`config.mk`:
```
export PLATFORM = sky130hd
export DESIGN_NAME = rf_remote_code_cipher_flat
export DESIGN_NICKNAME = d
export VERILOG_FILES = /design/src/hw/rtl/rfrc_pkg.sv /design/src/hw/rtl/rfrc_in_if.sv /design/src/hw/rtl/rfrc_out_if.sv /design/src/hw/rtl/rfrc_cfg_regs.sv /design/src/hw/rtl/rfrc_front.sv /design/src/hw/rtl/rfrc_round.sv /design/src/hw/rtl/rfrc_back.sv /design/src/hw/rtl/rf_remote_code_cipher.sv /design/src/flat_wrapper.sv
export SDC_FILE = /design/constraint.sdc
export NUM_CORES = 1
export LEC_CHECK = 0
export CORE_MARGIN = 5
export CORE_UTILIZATION = 60
export CTS_CLUSTER_SIZE = 8
export DETAILED_ROUTE_END_ITERATION = 10
export DONT_BUFFER_PORTS = 1
export GPL_TIMING_DRIVEN = 0
export MAX_ROUTING_LAYER = met4
export PLACE_DENSITY = 0.8
export SYNTH_ARGS = -nofsm -noshare
export SYNTH_HDL_FRONTEND = slang
export SYNTH_HIERARCHICAL = 1
export SYNTH_SLANG_ARGS = --single-unit
```
`constraint.sdc`:
```
create_clock -name clk -period 13.3 [get_ports clk]
set_clock_uncertainty 0.1 [all_clocks]
set_input_delay 2.66 -clock clk [delete_from_list [all_inputs] [get_ports clk]]
set_output_delay 2.66 -clock clk [all_outputs]
set_load 0.02 [all_outputs]
```
`src/hw/rtl/rfrc_pkg.sv`:
```
// ----------------------------------------------------------------------------
// rfrc_pkg
// shared types, constants and round functions of the remote code cipher
// ----------------------------------------------------------------------------
package rfrc_pkg;

  localparam int NUM_KNOWN_REMOTES = 4;
  localparam int REG_REMOTES       = 4;
  localparam int NUM_CMP = (NUM_KNOWN_REMOTES < REG_REMOTES) ? NUM_KNOWN_REMOTES : REG_REMOTES;

  localparam int ADDR_W    = 5;
  localparam int REG_IDX_W = 3;

  localparam logic [REG_IDX_W-1:0] REG_VALIDATE = 3'd0;
  localparam logic [REG_IDX_W-1:0] REG_REMOTE_0 = 3'd1;
  localparam logic [REG_IDX_W-1:0] REG_REMOTE_1 = 3'd2;
  localparam logic [REG_IDX_W-1:0] REG_REMOTE_2 = 3'd3;
  localparam logic [REG_IDX_W-1:0] REG_REMOTE_3 = 3'd4;

  localparam logic [3:0] TOP_NIB_XOR = 4'h9;

  typedef enum logic [1:0] {
    CMD_ENC28 = 2'd0,
    CMD_DEC28 = 2'd1,
    CMD_ENC32 = 2'd2,
    CMD_DEC32 = 2'd3
  } cmd_t;

  typedef logic [3:0] box_t [16];

  localparam box_t ENC_BOX = '{4'd9, 4'd6, 4'd3, 4'd8, 4'd10, 4'd0, 4'd2, 4'd12,
                               4'd4, 4'd14, 4'd7, 4'd5, 4'd1, 4'd15, 4'd11, 4'd13};
  localparam box_t DEC_BOX = '{4'd5, 4'd12, 4'd6, 4'd2, 4'd8, 4'd11, 4'd1, 4'd10,
                               4'd3, 4'd0, 4'd4, 4'd14, 4'd7, 4'd15, 4'd9, 4'd13};

  typedef struct packed {
    logic        valid;
    cmd_t        cmd;
    logic [31:0] word;
  } stage_t;

  typedef struct packed {
    logic                        validate;
    logic [REG_REMOTES-1:0][15:0] remote;
  } cfg_t;

  // chained substitution over the low six nibbles
  function automatic logic [23:0] enc_round(logic [23:0] nb, logic bump);
    logic [23:0] r;
    logic [3:0]  idx;
    r   = '0;
    idx = nb[3:0] + {3'b000, bump};
    r[3:0] = ENC_BOX[idx];
    for (int k = 1; k < 6; k++) begin
      idx = (nb[4*k +: 4] ^ r[4*(k-1) +: 4]) + {3'b000, bump};
      r[4*k +: 4] = ENC_BOX[idx];
    end
    return r;
  endfunction

  // inverse round, each nibble uses the previous round's neighbor
  function automatic logic [23:0] dec_round(logic [23:0] nb, logic bump);
    logic [23:0] r;
    r = '0;
    r[3:0] = DEC_BOX[nb[3:0]] - {3'b000, bump};
    for (int k = 1; k < 6; k++) begin
      r[4*k +: 4] = (DEC_BOX[nb[4*k +: 4]] - {3'b000, bump}) ^ nb[4*(k-1) +: 4];
    end
    return r;
  endfunction

endpackage

```
`src/hw/rtl/rfrc_in_if.sv`:
```
// ----------------------------------------------------------------------------
// rfrc_in_if
// request channel: one item to encode or decode
// ----------------------------------------------------------------------------
interface rfrc_in_if;
  logic              valid;
  logic              ready;
  rfrc_pkg::cmd_t    command;
  logic [31:0]       raw_code;
  logic [15:0]       transmitter_id;
  logic [3:0]        channel;
  logic [3:0]        button_command;
  logic [3:0]        payload;
  logic [1:0]        rolling_id;

  modport source (output valid, command, raw_code, transmitter_id, channel,
                  button_command, payload, rolling_id, input ready);
  modport sink   (input valid, command, raw_code, transmitter_id, channel,
                  button_command, payload, rolling_id, output ready);
endinterface

```
`src/hw/rtl/rfrc_out_if.sv`:
```
// ----------------------------------------------------------------------------
// rfrc_out_if
// result channel: code word and decoded fields of one item
// ----------------------------------------------------------------------------
interface rfrc_out_if;
  logic        valid;
  logic        ready;
  logic [31:0] code_word;
  logic [15:0] transmitter_out;
  logic [3:0]  channel_out;
  logic [3:0]  button_out;
  logic [3:0]  payload_out;
  logic [1:0]  rolling_out;
  logic        accepted;

  modport source (output valid, code_word, transmitter_out, channel_out, button_out,
                  payload_out, rolling_out, accepted, input ready);
  modport sink   (input valid, code_word, transmitter_out, channel_out, button_out,
                  payload_out, rolling_out, accepted, output ready);
endinterface

```
`src/hw/rtl/rfrc_cfg_regs.sv`:
```
// ----------------------------------------------------------------------------
// rfrc_cfg_regs
// apb register file: validation enable and known remote identifiers
// ----------------------------------------------------------------------------
module rfrc_cfg_regs (
  input  logic                        clk,
  input  logic                        rst,
  input  logic                        psel,
  input  logic                        penable,
  input  logic                        pwrite,
  input  logic [rfrc_pkg::ADDR_W-1:0] paddr,
  input  logic [31:0]                 pwdata,
  output logic [31:0]                 prdata,
  output logic                        pready,
  output rfrc_pkg::cfg_t              cfg
);

  logic [rfrc_pkg::REG_IDX_W-1:0] idx;
  logic                           wr;

  assign idx    = paddr[rfrc_pkg::ADDR_W-1:2];
  assign wr     = psel & penable & pwrite;
  assign pready = 1'b1;

  always_ff @(posedge clk) begin
    if (rst) begin
      cfg <= '0;
    end else if (wr) begin
      unique case (idx)
        rfrc_pkg::REG_VALIDATE: cfg.validate  <= pwdata[0];
        rfrc_pkg::REG_REMOTE_0: cfg.remote[0] <= pwdata[15:0];
        rfrc_pkg::REG_REMOTE_1: cfg.remote[1] <= pwdata[15:0];
        rfrc_pkg::REG_REMOTE_2: cfg.remote[2] <= pwdata[15:0];
        rfrc_pkg::REG_REMOTE_3: cfg.remote[3] <= pwdata[15:0];
        default: ;
      endcase
    end
  end

  always_comb begin
    unique case (idx)
      rfrc_pkg::REG_VALIDATE: prdata = {31'b0, cfg.validate};
      rfrc_pkg::REG_REMOTE_0: prdata = {16'b0, cfg.remote[0]};
      rfrc_pkg::REG_REMOTE_1: prdata = {16'b0, cfg.remote[1]};
      rfrc_pkg::REG_REMOTE_2: prdata = {16'b0, cfg.remote[2]};
      rfrc_pkg::REG_REMOTE_3: prdata = {16'b0, cfg.remote[3]};
      default:                prdata = '0;
    endcase
  end

endmodule

```
`src/hw/rtl/rfrc_front.sv`:
```
// ----------------------------------------------------------------------------
// rfrc_front
// first stage: field packing, rotation and, for the 28-bit modes, the first cipher round
// ----------------------------------------------------------------------------
module rfrc_front (
  input  logic              clk,
  input  logic              rst,
  input  logic              advance,
  rfrc_in_if.sink           req,
  output rfrc_pkg::stage_t  st
);

  rfrc_pkg::stage_t st_next;
  logic [27:0]      msg28;
  logic [27:0]      rot28;

  assign req.ready = advance;

  always_comb begin
    msg28 = {req.payload, req.transmitter_id, req.rolling_id, req.button_command[1:0],
             req.channel};
    rot28 = {req.raw_code[25:0], req.raw_code[27:26]};
    st_next.valid = req.valid;
    st_next.cmd   = req.command;
    case (req.command)
      rfrc_pkg::CMD_ENC28: st_next.word = {4'b0, msg28[27:24],
                                           rfrc_pkg::enc_round(msg28[23:0], 1'b1)};
      rfrc_pkg::CMD_DEC28: st_next.word = {4'b0, rot28[27:24] ^ rfrc_pkg::TOP_NIB_XOR,
                                           rfrc_pkg::dec_round(rot28[23:0], 1'b0)};
      rfrc_pkg::CMD_ENC32: st_next.word = {4'b0, req.payload, req.transmitter_id,
                                           req.button_command, req.channel};
      default:             st_next.word = req.raw_code;
    endcase
  end

  always_ff @(posedge clk) begin
    if (rst) begin
      st.valid <= 1'b0;
    end else if (advance) begin
      st <= st_next;
    end
  end

endmodule

```
`src/hw/rtl/rfrc_round.sv`:
```
// ----------------------------------------------------------------------------
// rfrc_round
// second stage: the second cipher round for the 28-bit modes
// ----------------------------------------------------------------------------
module rfrc_round (
  input  logic              clk,
  input  logic              rst,
  input  logic              advance,
  input  rfrc_pkg::stage_t  st_in,
  output rfrc_pkg::stage_t  st
);

  rfrc_pkg::stage_t st_next;

  always_comb begin
    st_next = st_in;
    case (st_in.cmd)
      rfrc_pkg::CMD_ENC28: st_next.word[23:0] = rfrc_pkg::enc_round(st_in.word[23:0], 1'b0);
      rfrc_pkg::CMD_DEC28: st_next.word[23:0] = rfrc_pkg::dec_round(st_in.word[23:0], 1'b1);
      default: ;
    endcase
  end

  always_ff @(posedge clk) begin
    if (rst) begin
      st.valid <= 1'b0;
    end else if (advance) begin
      st <= st_next;
    end
  end

endmodule

```
`src/hw/rtl/rfrc_back.sv`:
```
// ----------------------------------------------------------------------------
// rfrc_back
// last stage: output rotation, field unpacking, remote check, result register
// ----------------------------------------------------------------------------
module rfrc_back (
  input  logic              clk,
  input  logic              rst,
  input  logic              advance,
  input  rfrc_pkg::stage_t  st_in,
  input  rfrc_pkg::cfg_t    cfg,
  rfrc_out_if.source        rsp
);

  logic [27:0] w28;
  logic [31:0] code_next;
  logic [15:0] tx_next;
  logic [3:0]  ch_next;
  logic [3:0]  btn_next;
  logic [3:0]  pay_next;
  logic [1:0]  roll_next;
  logic        acc_next;
  logic        match;

  always_comb begin
    w28   = {st_in.word[27:24] ^ rfrc_pkg::TOP_NIB_XOR, st_in.word[23:0]};
    match = 1'b0;
    for (int k = 0; k < rfrc_pkg::NUM_CMP; k++) begin
      if (cfg.remote[k] == st_in.word[23:8]) match = 1'b1;
    end
    code_next = st_in.word;
    tx_next   = st_in.word[23:8];
    ch_next   = st_in.word[3:0];
    btn_next  = st_in.word[7:4];
    pay_next  = st_in.word[27:24];
    roll_next = 2'b00;
    acc_next  = ~cfg.validate | match;
    case (st_in.cmd)
      rfrc_pkg::CMD_ENC28: begin
        code_next = {4'b0, w28[1:0], w28[27:2]};
        tx_next   = '0;
        ch_next   = '0;
        btn_next  = '0;
        pay_next  = '0;
        acc_next  = 1'b1;
      end
      rfrc_pkg::CMD_ENC32: begin
        tx_next  = '0;
        ch_next  = '0;
        btn_next = '0;
        pay_next = '0;
        acc_next = 1'b1;
      end
      rfrc_pkg::CMD_DEC28: begin
        btn_next  = {2'b00, st_in.word[5:4]};
        roll_next = st_in.word[7:6];
      end
      default: ;
    endcase
  end

  always_ff @(posedge clk) begin
    if (rst) begin
      rsp.valid <= 1'b0;
    end else if (advance) begin
      rsp.valid           <= st_in.valid;
      rsp.code_word       <= code_next;
      rsp.transmitter_out <= tx_next;
      rsp.channel_out     <= ch_next;
      rsp.button_out      <= btn_next;
      rsp.payload_out     <= pay_next;
      rsp.rolling_out     <= roll_next;
      rsp.accepted        <= acc_next;
    end
  end

endmodule

```
`src/hw/rtl/rf_remote_code_cipher.sv`:
```
// ----------------------------------------------------------------------------
// rf_remote_code_cipher
// three-stage codec for 28-bit scrambled and 32-bit plain remote codes
// ----------------------------------------------------------------------------
//  channel  dir  handshake           contents
//  req      in   valid/ready         command, raw code, encode fields
//  rsp      out  valid/ready         code word, decoded fields, accepted
//  apb      in   psel/penable/pready validate enable, four known remotes
//
//  one item per cycle unless the result stalls; each item passes in turn
//  through pack and first round, second round, unpack and remote compare
//  all stages move together; a stalled result holds every stage in place
//  rst is synchronous and clears the valid bits and the configuration registers
// ----------------------------------------------------------------------------
module rf_remote_code_cipher (
  input  logic                        clk,
  input  logic                        rst,
  rfrc_in_if.sink                     req,
  rfrc_out_if.source                  rsp,
  input  logic                        psel,
  input  logic                        penable,
  input  logic                        pwrite,
  input  logic [rfrc_pkg::ADDR_W-1:0] paddr,
  input  logic [31:0]                 pwdata,
  output logic [31:0]                 prdata,
  output logic                        pready
);

  rfrc_pkg::cfg_t   cfg;
  rfrc_pkg::stage_t st1;
  rfrc_pkg::stage_t st2;
  logic             advance;

  assign advance = ~rsp.valid | rsp.ready;

  rfrc_cfg_regs u_cfg (
    .clk     (clk),
    .rst     (rst),
    .psel    (psel),
    .penable (penable),
    .pwrite  (pwrite),
    .paddr   (paddr),
    .pwdata  (pwdata),
    .prdata  (prdata),
    .pready  (pready),
    .cfg     (cfg)
  );

  rfrc_front u_front (
    .clk     (clk),
    .rst     (rst),
    .advance (advance),
    .req     (req),
    .st      (st1)
  );

  rfrc_round u_round (
    .clk     (clk),
    .rst     (rst),
    .advance (advance),
    .st_in   (st1),
    .st      (st2)
  );

  rfrc_back u_back (
    .clk     (clk),
    .rst     (rst),
    .advance (advance),
    .st_in   (st2),
    .cfg     (cfg),
    .rsp     (rsp)
  );

endmodule

```
`src/flat_wrapper.sv`:
```
// flat-port wrapper written by rule: the top's interface ports become plain ports
module rf_remote_code_cipher_flat 
  (clk, rst, psel, penable, pwrite, paddr, pwdata, prdata, pready, req_valid, req_command, req_raw_code, req_transmitter_id, req_channel, req_button_command, req_payload, req_rolling_id, req_ready, rsp_valid, rsp_code_word, rsp_transmitter_out, rsp_channel_out, rsp_button_out, rsp_payload_out, rsp_rolling_out, rsp_accepted, rsp_ready);
  rfrc_in_if req_i ();
  rfrc_out_if rsp_i ();
  input  logic clk;
  input  logic rst;
  input  logic psel;
  input  logic penable;
  input  logic pwrite;
  input  logic [rfrc_pkg::ADDR_W-1:0] paddr;
  input  logic [31:0] pwdata;
  output logic [31:0] prdata;
  output logic pready;
  input wire logic [$bits(req_i.valid)-1:0] req_valid;
  input wire logic [$bits(req_i.command)-1:0] req_command;
  input wire logic [$bits(req_i.raw_code)-1:0] req_raw_code;
  input wire logic [$bits(req_i.transmitter_id)-1:0] req_transmitter_id;
  input wire logic [$bits(req_i.channel)-1:0] req_channel;
  input wire logic [$bits(req_i.button_command)-1:0] req_button_command;
  input wire logic [$bits(req_i.payload)-1:0] req_payload;
  input wire logic [$bits(req_i.rolling_id)-1:0] req_rolling_id;
  output wire logic [$bits(req_i.ready)-1:0] req_ready;
  output wire logic [$bits(rsp_i.valid)-1:0] rsp_valid;
  output wire logic [$bits(rsp_i.code_word)-1:0] rsp_code_word;
  output wire logic [$bits(rsp_i.transmitter_out)-1:0] rsp_transmitter_out;
  output wire logic [$bits(rsp_i.channel_out)-1:0] rsp_channel_out;
  output wire logic [$bits(rsp_i.button_out)-1:0] rsp_button_out;
  output wire logic [$bits(rsp_i.payload_out)-1:0] rsp_payload_out;
  output wire logic [$bits(rsp_i.rolling_out)-1:0] rsp_rolling_out;
  output wire logic [$bits(rsp_i.accepted)-1:0] rsp_accepted;
  input wire logic [$bits(rsp_i.ready)-1:0] rsp_ready;
  assign req_i.valid = req_valid;
  assign req_i.command = req_command;
  assign req_i.raw_code = req_raw_code;
  assign req_i.transmitter_id = req_transmitter_id;
  assign req_i.channel = req_channel;
  assign req_i.button_command = req_button_command;
  assign req_i.payload = req_payload;
  assign req_i.rolling_id = req_rolling_id;
  assign req_ready = req_i.ready;
  assign rsp_valid = rsp_i.valid;
  assign rsp_code_word = rsp_i.code_word;
  assign rsp_transmitter_out = rsp_i.transmitter_out;
  assign rsp_channel_out = rsp_i.channel_out;
  assign rsp_button_out = rsp_i.button_out;
  assign rsp_payload_out = rsp_i.payload_out;
  assign rsp_rolling_out = rsp_i.rolling_out;
  assign rsp_accepted = rsp_i.accepted;
  assign rsp_i.ready = rsp_ready;
  rf_remote_code_cipher u_core (.clk(clk), .rst(rst), .req(req_i), .rsp(rsp_i), .psel(psel), .penable(penable), .pwrite(pwrite), .paddr(paddr), .pwdata(pwdata), .prdata(prdata), .pready(pready));
endmodule
```
# After elaboration in Yosys (flattened, before gate mapping)
# Memories as Yosys holds them, arrays and structs flattened.
# Cells that the tools add are included.
[word_totals] input_bits=108 mem_bits_rw=0 memories=24 latchBits=0 regBits=199 wordCells=212 out_inout_bits=98 mem_bits_ro=1536
[memory_table] memory="(name not given)" depth=16 word_bits=4 rd=1 rd_clocked_by_memory_dff=0 write_ports=0 line="rfrc_pkg.sv:67" source="r[4*k +: 4] = (DEC_BOX[nb[4*k +: 4]] - {3'b000, bump}) ^ nb[4*(k-1) +: 4];"
[memory_table] memory="(name not given)" depth=16 word_bits=4 rd=1 rd_clocked_by_memory_dff=0 write_ports=0 line="rfrc_pkg.sv:67"
[memory_table] memory="(name not given)" depth=16 word_bits=4 rd=1 rd_clocked_by_memory_dff=0 write_ports=0 line="rfrc_pkg.sv:65" source="r[3:0] = DEC_BOX[nb[3:0]] - {3'b000, bump};"
[memory_table] memory="(name not given)" depth=16 word_bits=4 rd=1 rd_clocked_by_memory_dff=0 write_ports=0 line="rfrc_pkg.sv:56" source="r[4*k +: 4] = ENC_BOX[idx];"
[memory_table] memory="(name not given)" depth=16 word_bits=4 rd=1 rd_clocked_by_memory_dff=0 write_ports=0 line="rfrc_pkg.sv:56"
[memory_table] memory="(name not given)" depth=16 word_bits=4 rd=1 rd_clocked_by_memory_dff=0 write_ports=0 line="rfrc_pkg.sv:56"
[memory_table] memory="+18 memories"
[classes] multipliers=0 reduce_logical=11 add_sub_neg=12 div=0 n_bitwise=52 n_shift=0 muxes=57 n_eq_ne=13 magnitude_cmp=23
[ops] cell="$mux W4" count=48
[ops] cell="$ge A5 B5 Y1 const B" count=23
[ops] cell="$not A4 Y5" count=23
[ops] cell="$pmux W32 S3" count=1
[ops] cell="$pmux W16 S5" count=1
[ops] cell="$xor A4 B4 Y4" count=20
[ops] cell="$eq A16 B16 Y1" count=4
[ops] cell="$pmux W24 S2" count=1
[ops] cell="$mux W28" count=1
[ops] cell="$add A4 B1 Y4 const B" count=6
[ops] cell="$sub A4 B1 Y4 const B" count=6
[ops] cell="$reduce_and A2 Y1" count=6
[ops] cell="$pmux W4 S2" count=1
[ops] cell="$eq A2 B1 Y1 const B" count=3
[ops] cell="$eq A3 B2 Y1 const B" count=2
[ops] cell="$logic_not A2 Y1" count=3
[ops] cell="$eq A2 B2 Y1 const B" count=2
[ops] cell="$mux W1" count=4
[ops] cell="$not A2 Y2" count=2
[ops] cell="$eq A3 B1 Y1 const B" count=1
[ops] cell="$eq A3 B3 Y1 const B" count=1
[ops] cell="$logic_not A3 Y1" count=1
[ops] cell="$not A1 Y1" count=3
[ops] cell="$and A1 B1 Y1" count=2
[ops] cell="other kinds (2)" count=3

# Longest topological paths before layout
[depth] depth_word=36 ltp_mapped=50 mapped_depth_nobuf=44

# Hierarchy
# Netlist, hierarchy kept.
[modules_own_cells] mod="rfrc_front" seq_area_each_um2=1041.0 cells_per_inst=688 n_inst=1 area_per_inst_um2=6088.3
[modules_own_cells] mod="rfrc_round" seq_area_each_um2=1041.0 cells_per_inst=486 n_inst=1 area_per_inst_um2=4403.0
[modules_own_cells] mod="rfrc_back" seq_area_each_um2=1911.8 cells_per_inst=244 n_inst=1 area_per_inst_um2=3438.3
[modules_own_cells] mod="rfrc_cfg_regs" seq_area_each_um2=1301.2 cells_per_inst=333 n_inst=1 area_per_inst_um2=3260.6
[modules_own_cells] mod="rf_remote_code_cipher" seq_area_each_um2=0.0 cells_per_inst=1 n_inst=1 area_per_inst_um2=6.3

# Worst setup path after synthesis
# No wires, ideal clock.
[synth_timing] path_kind="input-to-reg" startpoint="input req_channel[1]" endpoint="register u_core/u_front/st[21] (netlist bit), data pin" arrival_ns=11.718 setup_time_ns=0.261 path_slack_ns=1.221 path_stages=48 path_buffers=6 t_required_ns=12.939 cell_sequence="clkbuf_4 -> inv_1 -> ha_1 -> nand2b_1 -> a21boi_1 -> o31a_1 -> or3_1 -> buf_2 -> nand2_2 -> inv_2 -> ha_1 -> clkbuf_1 -> and2_1 -> o211a_2 -> a2111oi_4 -> and4_1 -> nor2_2 -> ha_1 -> (+12 left out) -> o31a_1 -> or4_4 -> nand2_2 -> inv_2 -> buf_6 -> ha_1 -> inv_1 -> nor3_1 -> mux4_2 -> o21a_1 -> nor2_2 -> inv_2 -> ha_1 -> nor4_1 -> a211oi_1 -> o221ai_1 -> o221a_1 -> o31ai_1"
[synth_lines] element="from (decl)" line="flat_wrapper.sv:19" source="input wire logic [$bits(req_i.channel)-1:0] req_channel;"
[synth_lines] element="to (signal assigned)" line="rfrc_front.sv:40" source="st <= st_next;"
[synth_lines] element="to (decl)" line="rfrc_front.sv:10" source="output rfrc_pkg::stage_t st"

==> results by group <==
Status
  – Run status: finished, final reports clean

Cells and area
  – Area delta synth->final: 7.92%
  – Non-Filler Instances: 2189
  – Fraction of layout instances using a drive strength above 1: 0.171
  – Fill cell count: 2250
  – Number of diodes: 0
  – Multi-input logic area: approximately 11000 um^2
  – Final-stage net count: 1990
  – Reg area: 5300 um^2
  – Post-route design area: 18600 um^2

Placement
  – Placed cell area: 17800 um^2
  – Post-DP HPWL: 34.9 mm
  – # port buffers: 0
  – Dpl cells: 2152
  – RePlAce Congestion: 0.993

Yosys
  – Xor and xnor fraction of the mapped netlist area: 0.0899
  – Post-synth cell types: 134
  – Post-synth ARST share: 0
  – Number of flops mapped to enable cells by yosys: about 130
  – Post-Syn Instances: around 1800
  – Mux cell area share after synthesis: 0.135
  – Register area share after synthesis: 0.308
  – Ys Warns: 6
  – Register bit total from synthesis: 199
  – Synth Area per Inst: 9.82 um^2
  – Main combinational cell family by area after synthesis: compound AO/OA/AOI/OAI gates
  – Synthesized cell area: 17200 um^2
  – Post-synthesis simple-gate area fraction: 0.164
  – Main flop type after synthesis: edfxtp_1
  – Post-Synth Adder-Cell Area: 0.0655
  – Post-synthesis compound-gate area fraction: 0.171

Floorplanning
  – Core ar.: approximately 28000 um^2
  – DIE AREA: 32100 um^2
  – Row count: 62
  – Die height: 179 um
  – Die width: around 180 um
  – Initial Util: 0.604
  – IO Count: 206

Setup path
  – Flop-to-flop setup slack: 6170 ps
  – Cell mode on critical path: ha_1
  – Worst Path Class, Setup: input pin to flip-flop
  – Required @ worst endpoint: 13440 ps
  – CP peak stage delay: 520 ps
  – Startpoint Class: input pin
  – Crit-path leading delay family: compound AO/OA/AOI/OAI gates
  – Maximum fanout along the worst path: 10
  – CP endpoint kind: flip-flop
  – Slowest cell on crit path: nor4_4
  – CP arrival: 12880 ps
  – R2R cell count: 29
  – Crit Reg-Reg Startpoint: u_core/u_front/st[0]
  – Worst path bufs/invs: 12
  – Worst r2r dst: u_core/u_round/st[22]

Worst hold path
  – Hold Path Cell Cnt: 0
  – HP Start: u_core/u_front/st[28]
  – Hold EP: u_core/u_round/st[28]
  – Worst hold path class: flip-flop to flip-flop

Route
  – DR DRC count: 0
  – ANT nets after route: 0
  – DR WL/cell: 21.0 um
  – Vias: 13900
  – Pre-Repair DR Iteration Count: 6
  – Post-Route WL: roughly 46 mm
  – Via-per-instance ratio: 6.36
  – Initial DRC Count: 1281

CTS
  – Clk buf depth: 2
  – Root buffer cell: clkbuf_16
  – Depth of the CTS H-tree: 4
  – TritonCTS clock tree: yes
  – CTS Buf Count: 17
  – Clk slew on worst S/H paths: 80 ps
  – Clock Latency Late Sink: approximately 440 ps
  – # clock sinks: 199
  – CTS Hold Bufs: 0

Timing
  – Tightest Pin Transition: 1020 ps
  – Min Tclk post-route: 12740 ps
  – Max-slew violations: 0
  – Final hold vios: 0
  – Period utilization: 0.958
  – Setup TNS Final: 0 ps
  – Setup violators final: 0
  – Worst slew margin: 0.320
  – Max Fclk: 78.5 MHz

Global routing
  – Vias in the first global route: 13400
  – Met2 GRT Util: 0.464
  – First-pass GRT wire length: 71.0 mm
  – GR Util met1: 0.359
  – Met3 GRT Util: 0.0582
  – Largest net degree at the start of global routing: 36
  – Total gr overflow: 0
  – GRT Total Usage: 0.286
  – Initial antenna violation count: 0
  – GR peak layer: met2

Job
  – Max-Cap Viols: 0
## final cells by class
type,count,area share
Sequential cell,199,0.285
Timing Repair Buffer,7,0.00351
Buffer,135,0.0417
Inverter,93,0.0197
Multi-Input combinational cell,1339,0.590
Clock buffer,18,0.0243
Tap cell,384,0.0259
Clock inverter,14,0.0100
## per-layer routing
layer / share of wire / wire length, um / up-vias
met1: 0.41 / 19000 / 6679
met4: 0.034 / 1560 / 0
met5: 0 / 0 / -
met3: 0.085 / 3900 / 118
li1: - / - / 6454
met2: 0.47 / 21500 / 676
## placed cells by master, fill, tap and decap left out, drive strengths merged, types with 50 or more instances in the layout
cell type  count
edfxtp       131
xnor2        122
o21ai        110
nand2        106
mux2i        105
inv           97
ha            90
nand2b        88
buf           83
nor2          81
clkbuf        77
a21oi         74
dfxtp         68
mux2          50
## sequential cells by signal, summed over array words and instances (netlist names)
name	cells
u_core/u_back/rsp.transmitter_out	16
u_core/u_front/st	35
u_core/u_back/rsp.button_out	4
u_core/u_back/rsp.valid	1
u_core/u_back/rsp.channel_out	4
u_core/u_round/st	35
u_core/u_back/rsp.payload_out	4
u_core/u_back/rsp.code_word	32
u_core/u_back/rsp.accepted	1
u_core/u_cfg/cfg	65
u_core/u_back/rsp.rolling_out	2
## synthesized netlist by cell type (28+ instances only)
cell / instances / area share
a21oi_1: 69 / 0.020
o21ai_0: 93 / 0.027
and2_1: 36 / 0.013
dfxtp_1: 68 / 0.079
inv_1: 78 / 0.017
clkbuf_1: 59 / 0.013
edfxtp_1: 131 / 0.23
nor2_1: 77 / 0.017
nand2b_1: 88 / 0.032
buf_4: 28 / 0.012
mux2i_1: 99 / 0.058
ha_1: 90 / 0.065
xnor2_1: 110 / 0.056
nand2_1: 104 / 0.023
## cell families (layout without fill, tap and decap cells)
| family | after synthesis | in the layout |
|---|---|---|
| xor+xnor | 154 | 154 |
| flops | 199 | 199 |
| other cells | 2 | 17 |
| compound gates | 401 | 401 |
| fa+ha+maj | 90 | 90 |
| simple gates | 497 | 497 |
| buf+inv | 229 | 267 |
| mux | 180 | 180 |
## through the flow
step           hold slack (ps)   util  setup slack (ps)
2_1_floorplan              300      -              1220
3_5_place_dp               305  0.624              -305
3_3_place_gp               308  0.623              -296
6_report                   328  0.652               560
5_1_grt                    339  0.652             -32.5
4_1_cts                    330  0.647               115
## how the worst max path moves through the flow
stage / from / to / slack [ps] / cells after the start
2_1_floorplan: req_channel[1] / u_core/u_front/st[21] / 1220 / 48
3_3_place_gp: req_channel[1] / u_core/u_front/st[20] / -300 / 47
3_5_place_dp: req_channel[1] / u_core/u_front/st[21] / -310 / 47
4_1_cts: req_channel[1] / u_core/u_front/st[21] / 120 / 47
5_1_grt: req_channel[1] / u_core/u_front/st[21] / -30 / 46
6_report: req_channel[1] / u_core/u_front/st[21] / 560 / 45
## what timing repair did
item,in CTS,in global routing
setup buffers,0,6
gates resized for setup,0,19
endpoints found under the setup margin,0,4
Power is left out: the tool's default activity adds up to more than one toggle a clock period on the data nets, which glitch-free logic cannot reach.
